--- src/hw/rtl/stag_pkg.sv ---
// Shared constants and register codes for the strided tensor address generator.
`default_nettype none

package stag_pkg;

  // Widths fixed by the register map and the beat fields
  localparam int unsigned CFG_DATA_W  = 64;
  localparam int unsigned CFG_INDEX_W = 3;
  localparam int unsigned DIM_COUNT_W = 3;
  localparam int unsigned WORD_W      = 32;
  localparam int unsigned INDEX_W     = 32;

  // Defaults for the top-level parameters
  localparam int unsigned MAX_DIMS_DEF     = 4;
  localparam int unsigned EXTENT_WIDTH_DEF = 16;
  localparam int unsigned ADDR_WIDTH_DEF   = 32;

  // Register reset values
  localparam logic [DIM_COUNT_W-1:0] DIM_COUNT_RST = DIM_COUNT_W'(1);
  localparam logic [CFG_DATA_W-1:0]  EXTENTS_RST   = 64'h0001_0001_0001_0001;

  // Register indexes on the configuration port
  typedef enum logic [CFG_INDEX_W-1:0] {
    REG_DIM_COUNT   = 3'd0,
    REG_BASE_OFFSET = 3'd1,
    REG_EXTENTS     = 3'd2,
    REG_STRIDES     = 3'd3,
    REG_FILL_MODE   = 3'd4,
    REG_FILL_VALUE  = 3'd5
  } cfg_reg_e;

endpackage

`default_nettype wire

--- src/hw/rtl/stag_walk.sv ---
// Odometer walk: per-dimension counters, element index and the first pipeline stage.
`default_nettype none

module stag_walk #(
  parameter int unsigned MAX_DIMS     = stag_pkg::MAX_DIMS_DEF,
  parameter int unsigned EXTENT_WIDTH = stag_pkg::EXTENT_WIDTH_DEF
) (
  input  wire logic                                  clk_i,
  input  wire logic                                  rst_ni,
  // live configuration
  input  wire logic [stag_pkg::DIM_COUNT_W-1:0]      dim_count_i,
  input  wire logic [stag_pkg::CFG_DATA_W-1:0]       extents_i,
  input  wire logic                                  fill_mode_i,
  input  wire logic [stag_pkg::WORD_W-1:0]           fill_value_i,
  // input beat
  input  wire logic                                  in_valid_i,
  output logic                                       in_stall_o,
  input  wire logic [stag_pkg::WORD_W-1:0]           element_value_i,
  input  wire logic                                  restart_i,
  // stage one beat
  output logic                                       s1_valid_o,
  input  wire logic                                  s1_stall_i,
  output logic [MAX_DIMS-1:0][EXTENT_WIDTH-1:0]      s1_cnt_o,
  output logic [stag_pkg::INDEX_W-1:0]               s1_index_o,
  output logic [stag_pkg::WORD_W-1:0]                s1_value_o,
  output logic                                       s1_last_o
);
  import stag_pkg::*;

  localparam int unsigned CMP_W = DIM_COUNT_W + 1;

  logic [EXTENT_WIDTH-1:0] cnt_q   [MAX_DIMS];
  logic [EXTENT_WIDTH-1:0] cnt_d   [MAX_DIMS];
  logic [EXTENT_WIDTH-1:0] cnt_cur [MAX_DIMS];
  logic [EXTENT_WIDTH-1:0] cnt_adv [MAX_DIMS];
  logic [EXTENT_WIDTH-1:0] ext     [MAX_DIMS];
  logic [EXTENT_WIDTH-1:0] ext_m1  [MAX_DIMS];
  logic [MAX_DIMS-1:0]     active;
  logic [MAX_DIMS-1:0]     act_next;
  logic [INDEX_W-1:0]      idx_q, idx_d, idx_cur;
  logic                    last;
  logic [MAX_DIMS:0]       carry;
  logic [EXTENT_WIDTH-1:0] lane_sum [MAX_DIMS];
  logic                    accept;

  logic                    s1_valid_q, s1_valid_d;
  logic [MAX_DIMS-1:0][EXTENT_WIDTH-1:0] s1_cnt_q;
  logic [INDEX_W-1:0]      s1_index_q;
  logic [WORD_W-1:0]       s1_value_q;
  logic                    s1_last_q;

  // Decode lane extents and which lanes take part in the walk
  for (genvar g = 0; g < MAX_DIMS; g++) begin : g_lane
    logic [EXTENT_WIDTH-1:0] ext_raw;
    assign ext_raw   = EXTENT_WIDTH'(extents_i >> (g * EXTENT_WIDTH));
    assign ext[g]    = (ext_raw == '0) ? EXTENT_WIDTH'(1) : ext_raw;
    assign ext_m1[g] = ext[g] - EXTENT_WIDTH'(1);
    assign active[g] = (g == 0) || (CMP_W'(g) < {1'b0, dim_count_i});
    if (g + 1 < MAX_DIMS) begin : g_nxt
      assign act_next[g] = (CMP_W'(g + 1) < {1'b0, dim_count_i});
    end else begin : g_top
      assign act_next[g] = 1'b0;
    end
  end

  assign accept     = in_valid_i && !in_stall_o;
  assign in_stall_o = s1_valid_q && s1_stall_i;

  // Apply restart, test for the last element and advance the odometer
  always_comb begin
    last     = 1'b1;
    carry[0] = 1'b1;
    idx_cur  = restart_i ? '0 : idx_q;
    for (int i = 0; i < MAX_DIMS; i++) begin
      cnt_cur[i] = restart_i ? '0 : cnt_q[i];
      if (active[i] && (cnt_cur[i] < ext_m1[i])) begin
        last = 1'b0;
      end
      lane_sum[i]  = cnt_cur[i] + EXTENT_WIDTH'(carry[i]);
      carry[i+1]   = carry[i] && act_next[i] && (lane_sum[i] >= ext[i]);
      cnt_adv[i]   = carry[i+1] ? '0 : lane_sum[i];
    end
    // Clear every lane after the last element, else take the advanced count
    for (int i = 0; i < MAX_DIMS; i++) begin
      cnt_d[i] = cnt_q[i];
      if (accept) begin
        cnt_d[i] = last ? '0 : cnt_adv[i];
      end
    end
    idx_d = idx_q;
    if (accept) begin
      idx_d = last ? '0 : idx_cur + INDEX_W'(1);
    end
  end

  // Hold or load stage one
  always_comb begin
    s1_valid_d = s1_valid_q;
    if (accept) begin
      s1_valid_d = 1'b1;
    end else if (!s1_stall_i) begin
      s1_valid_d = 1'b0;
    end
  end

  always_ff @(posedge clk_i or negedge rst_ni) begin
    if (!rst_ni) begin
      for (int i = 0; i < MAX_DIMS; i++) begin
        cnt_q[i] <= '0;
      end
      idx_q      <= '0;
      s1_valid_q <= 1'b0;
    end else begin
      for (int i = 0; i < MAX_DIMS; i++) begin
        cnt_q[i] <= cnt_d[i];
      end
      idx_q      <= idx_d;
      s1_valid_q <= s1_valid_d;
    end
  end

  always_ff @(posedge clk_i) begin
    if (accept) begin
      for (int i = 0; i < MAX_DIMS; i++) begin
        s1_cnt_q[i] <= active[i] ? cnt_cur[i] : '0;
      end
      s1_index_q <= idx_cur;
      s1_value_q <= fill_mode_i ? fill_value_i : element_value_i;
      s1_last_q  <= last;
    end
  end

  assign s1_valid_o = s1_valid_q;
  assign s1_cnt_o   = s1_cnt_q;
  assign s1_index_o = s1_index_q;
  assign s1_value_o = s1_value_q;
  assign s1_last_o  = s1_last_q;

endmodule

`default_nettype wire

--- src/hw/rtl/stag_addr.sv ---
// Address datapath: per-lane stride products, then offset plus product sum into the output register.
`default_nettype none

module stag_addr #(
  parameter int unsigned MAX_DIMS     = stag_pkg::MAX_DIMS_DEF,
  parameter int unsigned EXTENT_WIDTH = stag_pkg::EXTENT_WIDTH_DEF,
  parameter int unsigned ADDR_WIDTH   = stag_pkg::ADDR_WIDTH_DEF
) (
  input  wire logic                                  clk_i,
  input  wire logic                                  rst_ni,
  // live configuration
  input  wire logic [stag_pkg::WORD_W-1:0]           base_offset_i,
  input  wire logic [stag_pkg::CFG_DATA_W-1:0]       strides_i,
  // stage one beat
  input  wire logic                                  s1_valid_i,
  output logic                                       s1_stall_o,
  input  wire logic [MAX_DIMS-1:0][EXTENT_WIDTH-1:0] s1_cnt_i,
  input  wire logic [stag_pkg::INDEX_W-1:0]          s1_index_i,
  input  wire logic [stag_pkg::WORD_W-1:0]           s1_value_i,
  input  wire logic                                  s1_last_i,
  // result beat
  output logic                                       out_valid_o,
  input  wire logic                                  out_stall_i,
  output logic [ADDR_WIDTH-1:0]                      target_address_o,
  output logic [stag_pkg::INDEX_W-1:0]               linear_index_o,
  output logic [stag_pkg::WORD_W-1:0]                value_out_o,
  output logic                                       last_element_o
);
  import stag_pkg::*;

  localparam int unsigned PROD_W = 2 * EXTENT_WIDTH;

  logic [EXTENT_WIDTH-1:0] stride [MAX_DIMS];
  logic                    s2_valid_q, s2_valid_d, s2_ready, s3_ready;
  logic [PROD_W-1:0]       s2_prod_q [MAX_DIMS];
  logic [INDEX_W-1:0]      s2_index_q;
  logic [WORD_W-1:0]       s2_value_q;
  logic                    s2_last_q;
  logic                    out_valid_q, out_valid_d;
  logic [ADDR_WIDTH-1:0]   addr_sum;
  logic [ADDR_WIDTH-1:0]   addr_q;
  logic [INDEX_W-1:0]      index_q;
  logic [WORD_W-1:0]       value_q;
  logic                    last_q;
  logic                    s1_move, s2_move;

  // Lanes past the packed word read stride zero
  for (genvar g = 0; g < MAX_DIMS; g++) begin : g_stride
    assign stride[g] = EXTENT_WIDTH'(strides_i >> (g * EXTENT_WIDTH));
  end

  // Stage ready chain
  assign s3_ready   = !out_valid_q || !out_stall_i;
  assign s2_ready   = !s2_valid_q || s3_ready;
  assign s1_stall_o = !s2_ready;
  assign s1_move    = s1_valid_i && s2_ready;
  assign s2_move    = s2_valid_q && s3_ready;

  always_comb begin
    s2_valid_d = s2_valid_q;
    if (s1_move) begin
      s2_valid_d = 1'b1;
    end else if (s3_ready) begin
      s2_valid_d = 1'b0;
    end
    out_valid_d = out_valid_q;
    if (s2_move) begin
      out_valid_d = 1'b1;
    end else if (!out_stall_i) begin
      out_valid_d = 1'b0;
    end
  end

  // Sum the offset and the lane products modulo the address width
  always_comb begin
    addr_sum = ADDR_WIDTH'(base_offset_i);
    for (int i = 0; i < MAX_DIMS; i++) begin
      addr_sum = addr_sum + ADDR_WIDTH'(s2_prod_q[i]);
    end
  end

  always_ff @(posedge clk_i or negedge rst_ni) begin
    if (!rst_ni) begin
      s2_valid_q  <= 1'b0;
      out_valid_q <= 1'b0;
    end else begin
      s2_valid_q  <= s2_valid_d;
      out_valid_q <= out_valid_d;
    end
  end

  // Register one product per lane
  always_ff @(posedge clk_i) begin
    if (s1_move) begin
      for (int i = 0; i < MAX_DIMS; i++) begin
        s2_prod_q[i] <= PROD_W'(s1_cnt_i[i]) * PROD_W'(stride[i]);
      end
      s2_index_q <= s1_index_i;
      s2_value_q <= s1_value_i;
      s2_last_q  <= s1_last_i;
    end
  end

  // Load the result register
  always_ff @(posedge clk_i) begin
    if (s2_move) begin
      addr_q  <= addr_sum;
      index_q <= s2_index_q;
      value_q <= s2_value_q;
      last_q  <= s2_last_q;
    end
  end

  assign out_valid_o      = out_valid_q;
  assign target_address_o = addr_q;
  assign linear_index_o   = index_q;
  assign value_out_o      = value_q;
  assign last_element_o   = last_q;

endmodule

`default_nettype wire

--- src/hw/rtl/strided_tensor_address_generator.sv ---
// Top level: configuration registers, odometer walk and address pipeline.
`default_nettype none

// Walks an n-dimensional strided view in row-major order, one element per input
// beat, and returns one result beat per input beat: base_offset plus the sum of
// counter times stride (modulo 2^ADDR_WIDTH), the compact row-major index, the
// pass-through or fill value, and a flag on the last element, after which the
// walk wraps to the start. restart set on a beat begins the walk anew at that
// beat. The block takes one beat per cycle while the result channel does not
// stall; each beat passes, in order, the counter update and snapshot, the
// registered stride products and the final sum into the output register. Up to
// three beats are in flight, so input is taken while a finished result still
// waits on a stalled output. Configuration must be written by the user only while
// the block is idle; the block itself does not enforce this.
module strided_tensor_address_generator #(
  parameter int unsigned MAX_DIMS     = stag_pkg::MAX_DIMS_DEF,
  parameter int unsigned EXTENT_WIDTH = stag_pkg::EXTENT_WIDTH_DEF,
  parameter int unsigned ADDR_WIDTH   = stag_pkg::ADDR_WIDTH_DEF
) (
  input  wire logic                                clk_i,
  input  wire logic                                rst_ni,
  // configuration write port
  input  wire logic                                cfg_we_i,
  input  wire logic [stag_pkg::CFG_INDEX_W-1:0]    cfg_index_i,
  input  wire logic [stag_pkg::CFG_DATA_W-1:0]     cfg_data_i,
  // input channel
  input  wire logic                                in_valid_i,
  output logic                                     in_stall_o,
  input  wire logic [stag_pkg::WORD_W-1:0]         element_value_i,
  input  wire logic                                restart_i,
  // result channel
  output logic                                     out_valid_o,
  input  wire logic                                out_stall_i,
  output logic [ADDR_WIDTH-1:0]                    target_address_o,
  output logic [stag_pkg::INDEX_W-1:0]             linear_index_o,
  output logic [stag_pkg::WORD_W-1:0]              value_out_o,
  output logic                                     last_element_o
);
  import stag_pkg::*;

  logic [DIM_COUNT_W-1:0] dim_count_q;
  logic [WORD_W-1:0]      base_offset_q;
  logic [CFG_DATA_W-1:0]  extents_q;
  logic [CFG_DATA_W-1:0]  strides_q;
  logic                   fill_mode_q;
  logic [WORD_W-1:0]      fill_value_q;

  logic                                 s1_valid, s1_stall;
  logic [MAX_DIMS-1:0][EXTENT_WIDTH-1:0] s1_cnt;
  logic [INDEX_W-1:0]                   s1_index;
  logic [WORD_W-1:0]                    s1_value;
  logic                                 s1_last;

  // Write configuration registers, drop unknown indexes
  always_ff @(posedge clk_i or negedge rst_ni) begin
    if (!rst_ni) begin
      dim_count_q   <= DIM_COUNT_RST;
      base_offset_q <= '0;
      extents_q     <= EXTENTS_RST;
      strides_q     <= '0;
      fill_mode_q   <= 1'b0;
      fill_value_q  <= '0;
    end else if (cfg_we_i) begin
      unique case (cfg_index_i)
        REG_DIM_COUNT:   dim_count_q   <= cfg_data_i[DIM_COUNT_W-1:0];
        REG_BASE_OFFSET: base_offset_q <= cfg_data_i[WORD_W-1:0];
        REG_EXTENTS:     extents_q     <= cfg_data_i;
        REG_STRIDES:     strides_q     <= cfg_data_i;
        REG_FILL_MODE:   fill_mode_q   <= cfg_data_i[0];
        REG_FILL_VALUE:  fill_value_q  <= cfg_data_i[WORD_W-1:0];
        default: ;
      endcase
    end
  end

  stag_walk #(
    .MAX_DIMS    (MAX_DIMS),
    .EXTENT_WIDTH(EXTENT_WIDTH)
  ) u_walk (
    .clk_i          (clk_i),
    .rst_ni         (rst_ni),
    .dim_count_i    (dim_count_q),
    .extents_i      (extents_q),
    .fill_mode_i    (fill_mode_q),
    .fill_value_i   (fill_value_q),
    .in_valid_i     (in_valid_i),
    .in_stall_o     (in_stall_o),
    .element_value_i(element_value_i),
    .restart_i      (restart_i),
    .s1_valid_o     (s1_valid),
    .s1_stall_i     (s1_stall),
    .s1_cnt_o       (s1_cnt),
    .s1_index_o     (s1_index),
    .s1_value_o     (s1_value),
    .s1_last_o      (s1_last)
  );

  stag_addr #(
    .MAX_DIMS    (MAX_DIMS),
    .EXTENT_WIDTH(EXTENT_WIDTH),
    .ADDR_WIDTH  (ADDR_WIDTH)
  ) u_addr (
    .clk_i           (clk_i),
    .rst_ni          (rst_ni),
    .base_offset_i   (base_offset_q),
    .strides_i       (strides_q),
    .s1_valid_i      (s1_valid),
    .s1_stall_o      (s1_stall),
    .s1_cnt_i        (s1_cnt),
    .s1_index_i      (s1_index),
    .s1_value_i      (s1_value),
    .s1_last_i       (s1_last),
    .out_valid_o     (out_valid_o),
    .out_stall_i     (out_stall_i),
    .target_address_o(target_address_o),
    .linear_index_o  (linear_index_o),
    .value_out_o     (value_out_o),
    .last_element_o  (last_element_o)
  );

  // Input backs up only behind a result beat that the sink is stalling
  a_stall_needs_full_out: assert property (@(posedge clk_i) disable iff (!rst_ni)
    in_stall_o |-> (out_valid_o && out_stall_i))
    else $error("input stalled without a stalled result beat");

  // A restart beat enters stage one at index zero
  a_restart_index_zero: assert property (@(posedge clk_i) disable iff (!rst_ni)
    (in_valid_i && !in_stall_o && restart_i) |=> (s1_valid && (s1_index == '0)))
    else $error("restart beat did not start at index zero");

  // Hold a stalled result beat unchanged
  a_stalled_result_held: assert property (@(posedge clk_i) disable iff (!rst_ni)
    (out_valid_o && out_stall_i) |=> (out_valid_o && $stable(target_address_o)))
    else $error("stalled result beat changed or dropped");

endmodule

`default_nettype wire

--- config.mk ---
export PLATFORM = sky130hd
export DESIGN_NAME = strided_tensor_address_generator
export DESIGN_NICKNAME = d
export VERILOG_FILES = /design/src/hw/rtl/stag_pkg.sv /design/src/hw/rtl/stag_walk.sv /design/src/hw/rtl/stag_addr.sv /design/src/hw/rtl/strided_tensor_address_generator.sv
export SDC_FILE = /design/constraint.sdc
export NUM_CORES = 2
export LEC_CHECK = 0
export BUFFER_PORTS_ARGS = -buffer_cell sky130_fd_sc_hd__buf_2
export CAP_MARGIN = 20
export CORE_MARGIN = 2
export CORE_UTILIZATION = 50
export CTS_BUF_LIST = sky130_fd_sc_hd__clkbuf_4
export CTS_CLUSTER_SIZE = 12
export DETAILED_ROUTE_END_ITERATION = 12
export PLACE_DENSITY = 0.75
export SLEW_MARGIN = 20
export SYNTH_ARGS = -nofsm -noshare
export SYNTH_HDL_FRONTEND = slang
export SYNTH_SLANG_ARGS = --single-unit
--- constraint.sdc ---
create_clock -name clk_i -period 8.9 [get_ports clk_i]
set_input_delay 2.67 -clock clk_i [delete_from_list [all_inputs] [get_ports clk_i]]
set_output_delay 2.67 -clock clk_i [all_outputs]
set_load 0.1 [all_outputs]
# Word level (Yosys, flattened, before mapping)
# Memories as Yosys holds them, arrays and structs flattened.
# Index checks and enable logic that the tools add are counted.
# totals
ff_bits,586
ramBits,128
in_bits,105
out_inout_bits,99
elab_cells,124
mem_count,1
# classes
add_sub_neg,13
mul,4
magnitude_cmp,10
eq_ne,6
mux,30
reduce_logical,32
# memory_table
name,words,word_bits,read_ports,rd_clocked_by_memory_dff,write_ports,line_no,source
u_addr.s2_prod_q,4,32,4,0,4,stag_addr.sv:35,logic [PROD_W-1:0] s2_prod_q [MAX_DIMS];
# op_table
cell,n
$mux W16,15
$add A32 B32 Y32,4
$mul A16 B16 Y32,4
$mux W32,3
$logic_not A16 Y1,4
$lt A16 B16 Y1,4
$sub A16 B1 Y16 const B,4
$add A16 B1 Y16,3
$ge A16 B16 Y1,3
$add A32 B1 Y32 const B,1
$add A16 B1 Y16 const B,1
$logic_and A1 B1 Y1,12
$mux W1,12
$reduce_and A2 Y1,6
$eq A3 B2 Y1 const B,2
$eq A3 B3 Y1 const B,2
$lt A2 B3 Y1 const A,2
$logic_not A1 Y1,5
$reduce_bool A2 Y1,2
$eq A3 B1 Y1 const B,1
$logic_not A3 Y1,1
$lt A1 B3 Y1 const A,1
$logic_or A1 B1 Y1,2
$ne A2 B1 Y1 const B,1

# Depth between registers and ports, before layout
# depth
ltp_word,12
ltp_mapped,62
ltp_nobuf,57

# By module
# From an unflattened synthesis, not the netlist that was laid out.
# hier_totals
hier_cells,6262
hier_area_um2,67383.4
# by_module_without_submodules
module,instances,cells_each,area_each_um2,seq_area_each_um2
stag_addr,1,4468,45725.1,8758.4
stag_walk,1,1375,14067.2,6301.0
strided_tensor_address_generator,1,419,7591.0,4911.0

# Least setup slack after synthesis
# Ideal clock, no wire load.
# synth_path
kind,input port to flip-flop
from,in restart_i
to,reg u_walk.cnt_q[14] (netlist name)
setup_time_ps,64
arrival_time_ps,13111
slack_ps,-4275
path_stages,59
path_cell_list,clkbuf_1 -> clkbuf_1 -> clkbuf_1 -> buf_1 -> buf_1 -> clkbuf_1 -> nor2b_1 -> ha_1 -> nand4_1 -> nor4_1 -> xor2_1 -> ha_1 -> a21o_1 -> a21o_1 -> a21o_1 -> a211o_1 -> a221oi_1 -> nor2_1 -> [23 not listed] -> ha_1 -> nand4_1 -> nor2_1 -> o211ai_1 -> o21ai_0 -> nand2_1 -> clkbuf_1 -> inv_1 -> ha_1 -> ha_1 -> and3_1 -> and3_1 -> and3_1 -> and3_1 -> nand3_1 -> or3_1 -> a211oi_1 -> a21o_1
# synth_lines
element,line_no,source
"start, declared",strided_tensor_address_generator.sv:30,"input wire logic restart_i,"
"end signal, assigned by index",stag_walk.sv:115,cnt_q[i] <= cnt_d[i];
"end, declared",stag_walk.sv:32,logic [EXTENT_WIDTH-1:0] cnt_q [MAX_DIMS];

==> results.cfg <==
[synth]
postSynthNetCount = 7826
yosys_warnings = 0
syn_inst = 6284
synth_edf_count = 419
avgSynthCellArea_sq_um = 10.6
yosys_most_used_dff = edfxtp_1
ys_seq_elements = 714
synth_cell_types = 75
synthArstFlopShare_pct = 41.3
ys_seq_area_share_pct = 30.0
synthesis.area_sq_um = 66600

[finish]
drive_gt1_share_pct = 14.6
mostFrequentLayoutCell = inv_1
finalNetCount = 8186
regArea_sq_um = 20000
mostFrequentLayoutCells = inv_1, fa_1, nand2_1, ha_1, and2_1
num-fill-cells = 11200
multi_input_area_sq_um = 42400
areaGrowthSynthToFinish_pct = 10.5

[clock_network]
cts_tree = done
cts_htree_levels = 4
clockBufferDepth = 3
clock-sinks = 714
cts_buffers = 192
clkSlewWorstSetupHoldPaths_ns = 0.07
cts-root-buf = clkbuf_4
clk_latency_ns = 1.18
cts_hold_buf = 0

[placed_design]
gp_routability_congestion = 0.957
pre_cts_slack_ns = -3.54
port_buffers = 203
hpwl_mm = 133

[worst_hold_path]
hold_path_class = register to register
hold_end = u_addr.value_out_o[5]
min_from = u_addr.s2_value_q[5]
hold-path-cell-count = 0

[sta]
finalCritPeriodShare_pct = 122
finalSetupTns_ns = -33.78
holdWs_ns = 0.403
fin_skew_ns = 0.0959
setup_viol = 32
slew_violations = 0
max_slew_margin_pct = 33.4
hold_viol_final = 0
timing.fmax_mhz = 92.2
rsz0062_at_grt = yes
worstMarginPinSlew_ns = 0.994
period_needed_ns = 10.85
setup_slack_ns = -1.95

[floorplan]
ioPinCount = 204
dieWidth_um = 369
start_util_pct = 50.5
die_h_um = 369
core_sq_um = 132000
die-area_sq_um = 136000
rows = 133

[detailed_routing]
antenna_left = 0
vias = 47200
avgRoutedWirePerCell_um = 20.3
drt_iter0_markers = 3523
drt-total-wl_mm = 174
avgViaCountPerCell = 5.50
route.detailed.drc = 0
first_pass_iters = 6

[global_routing]
grt_max_degree = 134
antenna_found_initial = 6
gr-total-overflow = 0
grt_pass1_wl_mm = 275
grtUsageTotal_pct = 26.1
grt_pass1_vias = 49500

[critical_path]
timing.rr.end = u_walk.cnt_q[14]
worst_ep_arrival_time_ns = 11.97
cp_max_fo = 4
r2r_start = extents_q[5]
critPathMaxStageDelay_ns = 0.35
r2r_slack_ns = -1.37
reg2regPathDepth = 58
critical_path_class = primary input to register
cp_slowest_cell = or3_4
cpMostUsedCell = and3_4
end_kind = register
crit_required_ns = 10.02
critPathLaunchType = primary input

[outcome]
status = complete, but fails checks
failed_checks = negative setup slack

[flow_run]
cap_viol_max_count = 0
## Yosys cell counts (10+ instances only)
master / instances / share of area (%)
nor2_1: 150 / 0.85
xnor2_1: 175 / 2.3
o21ai_0: 156 / 1.2
a21oi_1: 131 / 0.98
and3_1: 41 / 0.39
o31ai_1: 19 / 0.21
o21a_1: 21 / 0.24
o21bai_1: 22 / 0.25
nand3_1: 61 / 0.46
fa_1: 868 / 26
nand4_1: 38 / 0.36
a211oi_1: 26 / 0.29
mux2i_1: 18 / 0.27
clkbuf_1: 213 / 1.2
buf_1: 12 / 0.068
dfrtp_1: 290 / 11
or4_1: 10 / 0.11
inv_1: 1008 / 5.7
a32o_1: 16 / 0.24
mux2_2: 183 / 3.1
nand2_1: 810 / 4.6
edfxtp_1: 419 / 19
a31oi_1: 14 / 0.13
a21o_1: 98 / 1.1
nor4_1: 22 / 0.21
xor2_1: 53 / 0.70
a22o_1: 47 / 0.62
and2_1: 429 / 4.0
ha_1: 569 / 11
or3_1: 12 / 0.11
nor3_1: 59 / 0.44
nor2b_1: 113 / 1.1
o211ai_1: 13 / 0.15
nand2b_1: 39 / 0.37
## how the worst max path moves through the flow
stage | from | cells past startpoint | endpoint
6_report | restart_i | 55 | u_walk.cnt_q[14]
2_1_floorplan | restart_i | 59 | u_walk.cnt_q[14]
3_3_place_gp | restart_i | 54 | u_walk.cnt_q[14]
3_5_place_dp | restart_i | 54 | u_walk.cnt_q[14]
5_1_grt | restart_i | 55 | u_walk.cnt_q[14]
4_1_cts | restart_i | 55 | u_walk.cnt_q[14]
## logic make-up after synthesis
kind of cell    count (synthesis)  synth area share [%]
compound gates                638                  6.39
simple gates                 1824                  13.4
flops                         714                  30.0
mux                           201                  3.37
buf+inv                      1242                  7.03
fa+ha+maj                    1437                  36.8
xor+xnor                      228                  3.00
## per-layer routing
| metal | GRT usage, % | vias to the layer above | wire length, um |
|---|---|---|---|
| li1 | - | 21200 | - |
| met1 | 35.0 | 23800 | 71900 |
| met2 | 42.0 | 1882 | 81000 |
| met3 | 5.57 | 357 | 14700 |
| met4 | 9.36 | 0 | 6280 |
| met5 | 0 | - | 0 |
## flip-flops by register name, indices dropped and copies added, names as in the netlist, 64 cells and up
name / count
extents_q: 64
strides_q: 64
u_walk.cnt_q: 64
u_addr.s2_prod_q: 128
u_walk.s1_cnt_o: 64
## timing repair
item | CTS | global route
resized for setup | 28 | 24
pin swaps | 28 | 32
endpoints found under the setup margin | 32 | 32
buffers inserted | 13 | 14
## critical path, delay by kind of cell
family                     cells  cell delay, ns
and+or+nand+nor               29            4.44
adders and majority gates      9            1.99
AOI/OAI and AO/OA             10            1.89
xor gates and xnor gates       3            0.56
buffers and inverters          4            0.40
## stage by stage
step / instances / instance area, sq um / util [%]
global route: 8577 / 73600 / 55.8
detailed placement: 8177 / 70500 / 53.5
floorplan: 6284 / 66900 / -
finish: 8580 / 73600 / 55.8
global placement: 8177 / 70500 / 53.5
CTS: 8554 / 73300 / 55.6
## final cells by class
class | instances | area share, %
inverter | 1008 | 5.15
tap | 1755 | 2.98
clock inverter | 71 | 0.554
antenna | 11 | 0.0374
multi-input combinational | 4328 | 57.6
clock buffer | 293 | 2.99
timing repair buffer | 400 | 3.51
sequential | 714 | 27.1
Power is not shown: default switching activity piles up to over one toggle a cycle in this logic, so the estimate is an artifact.
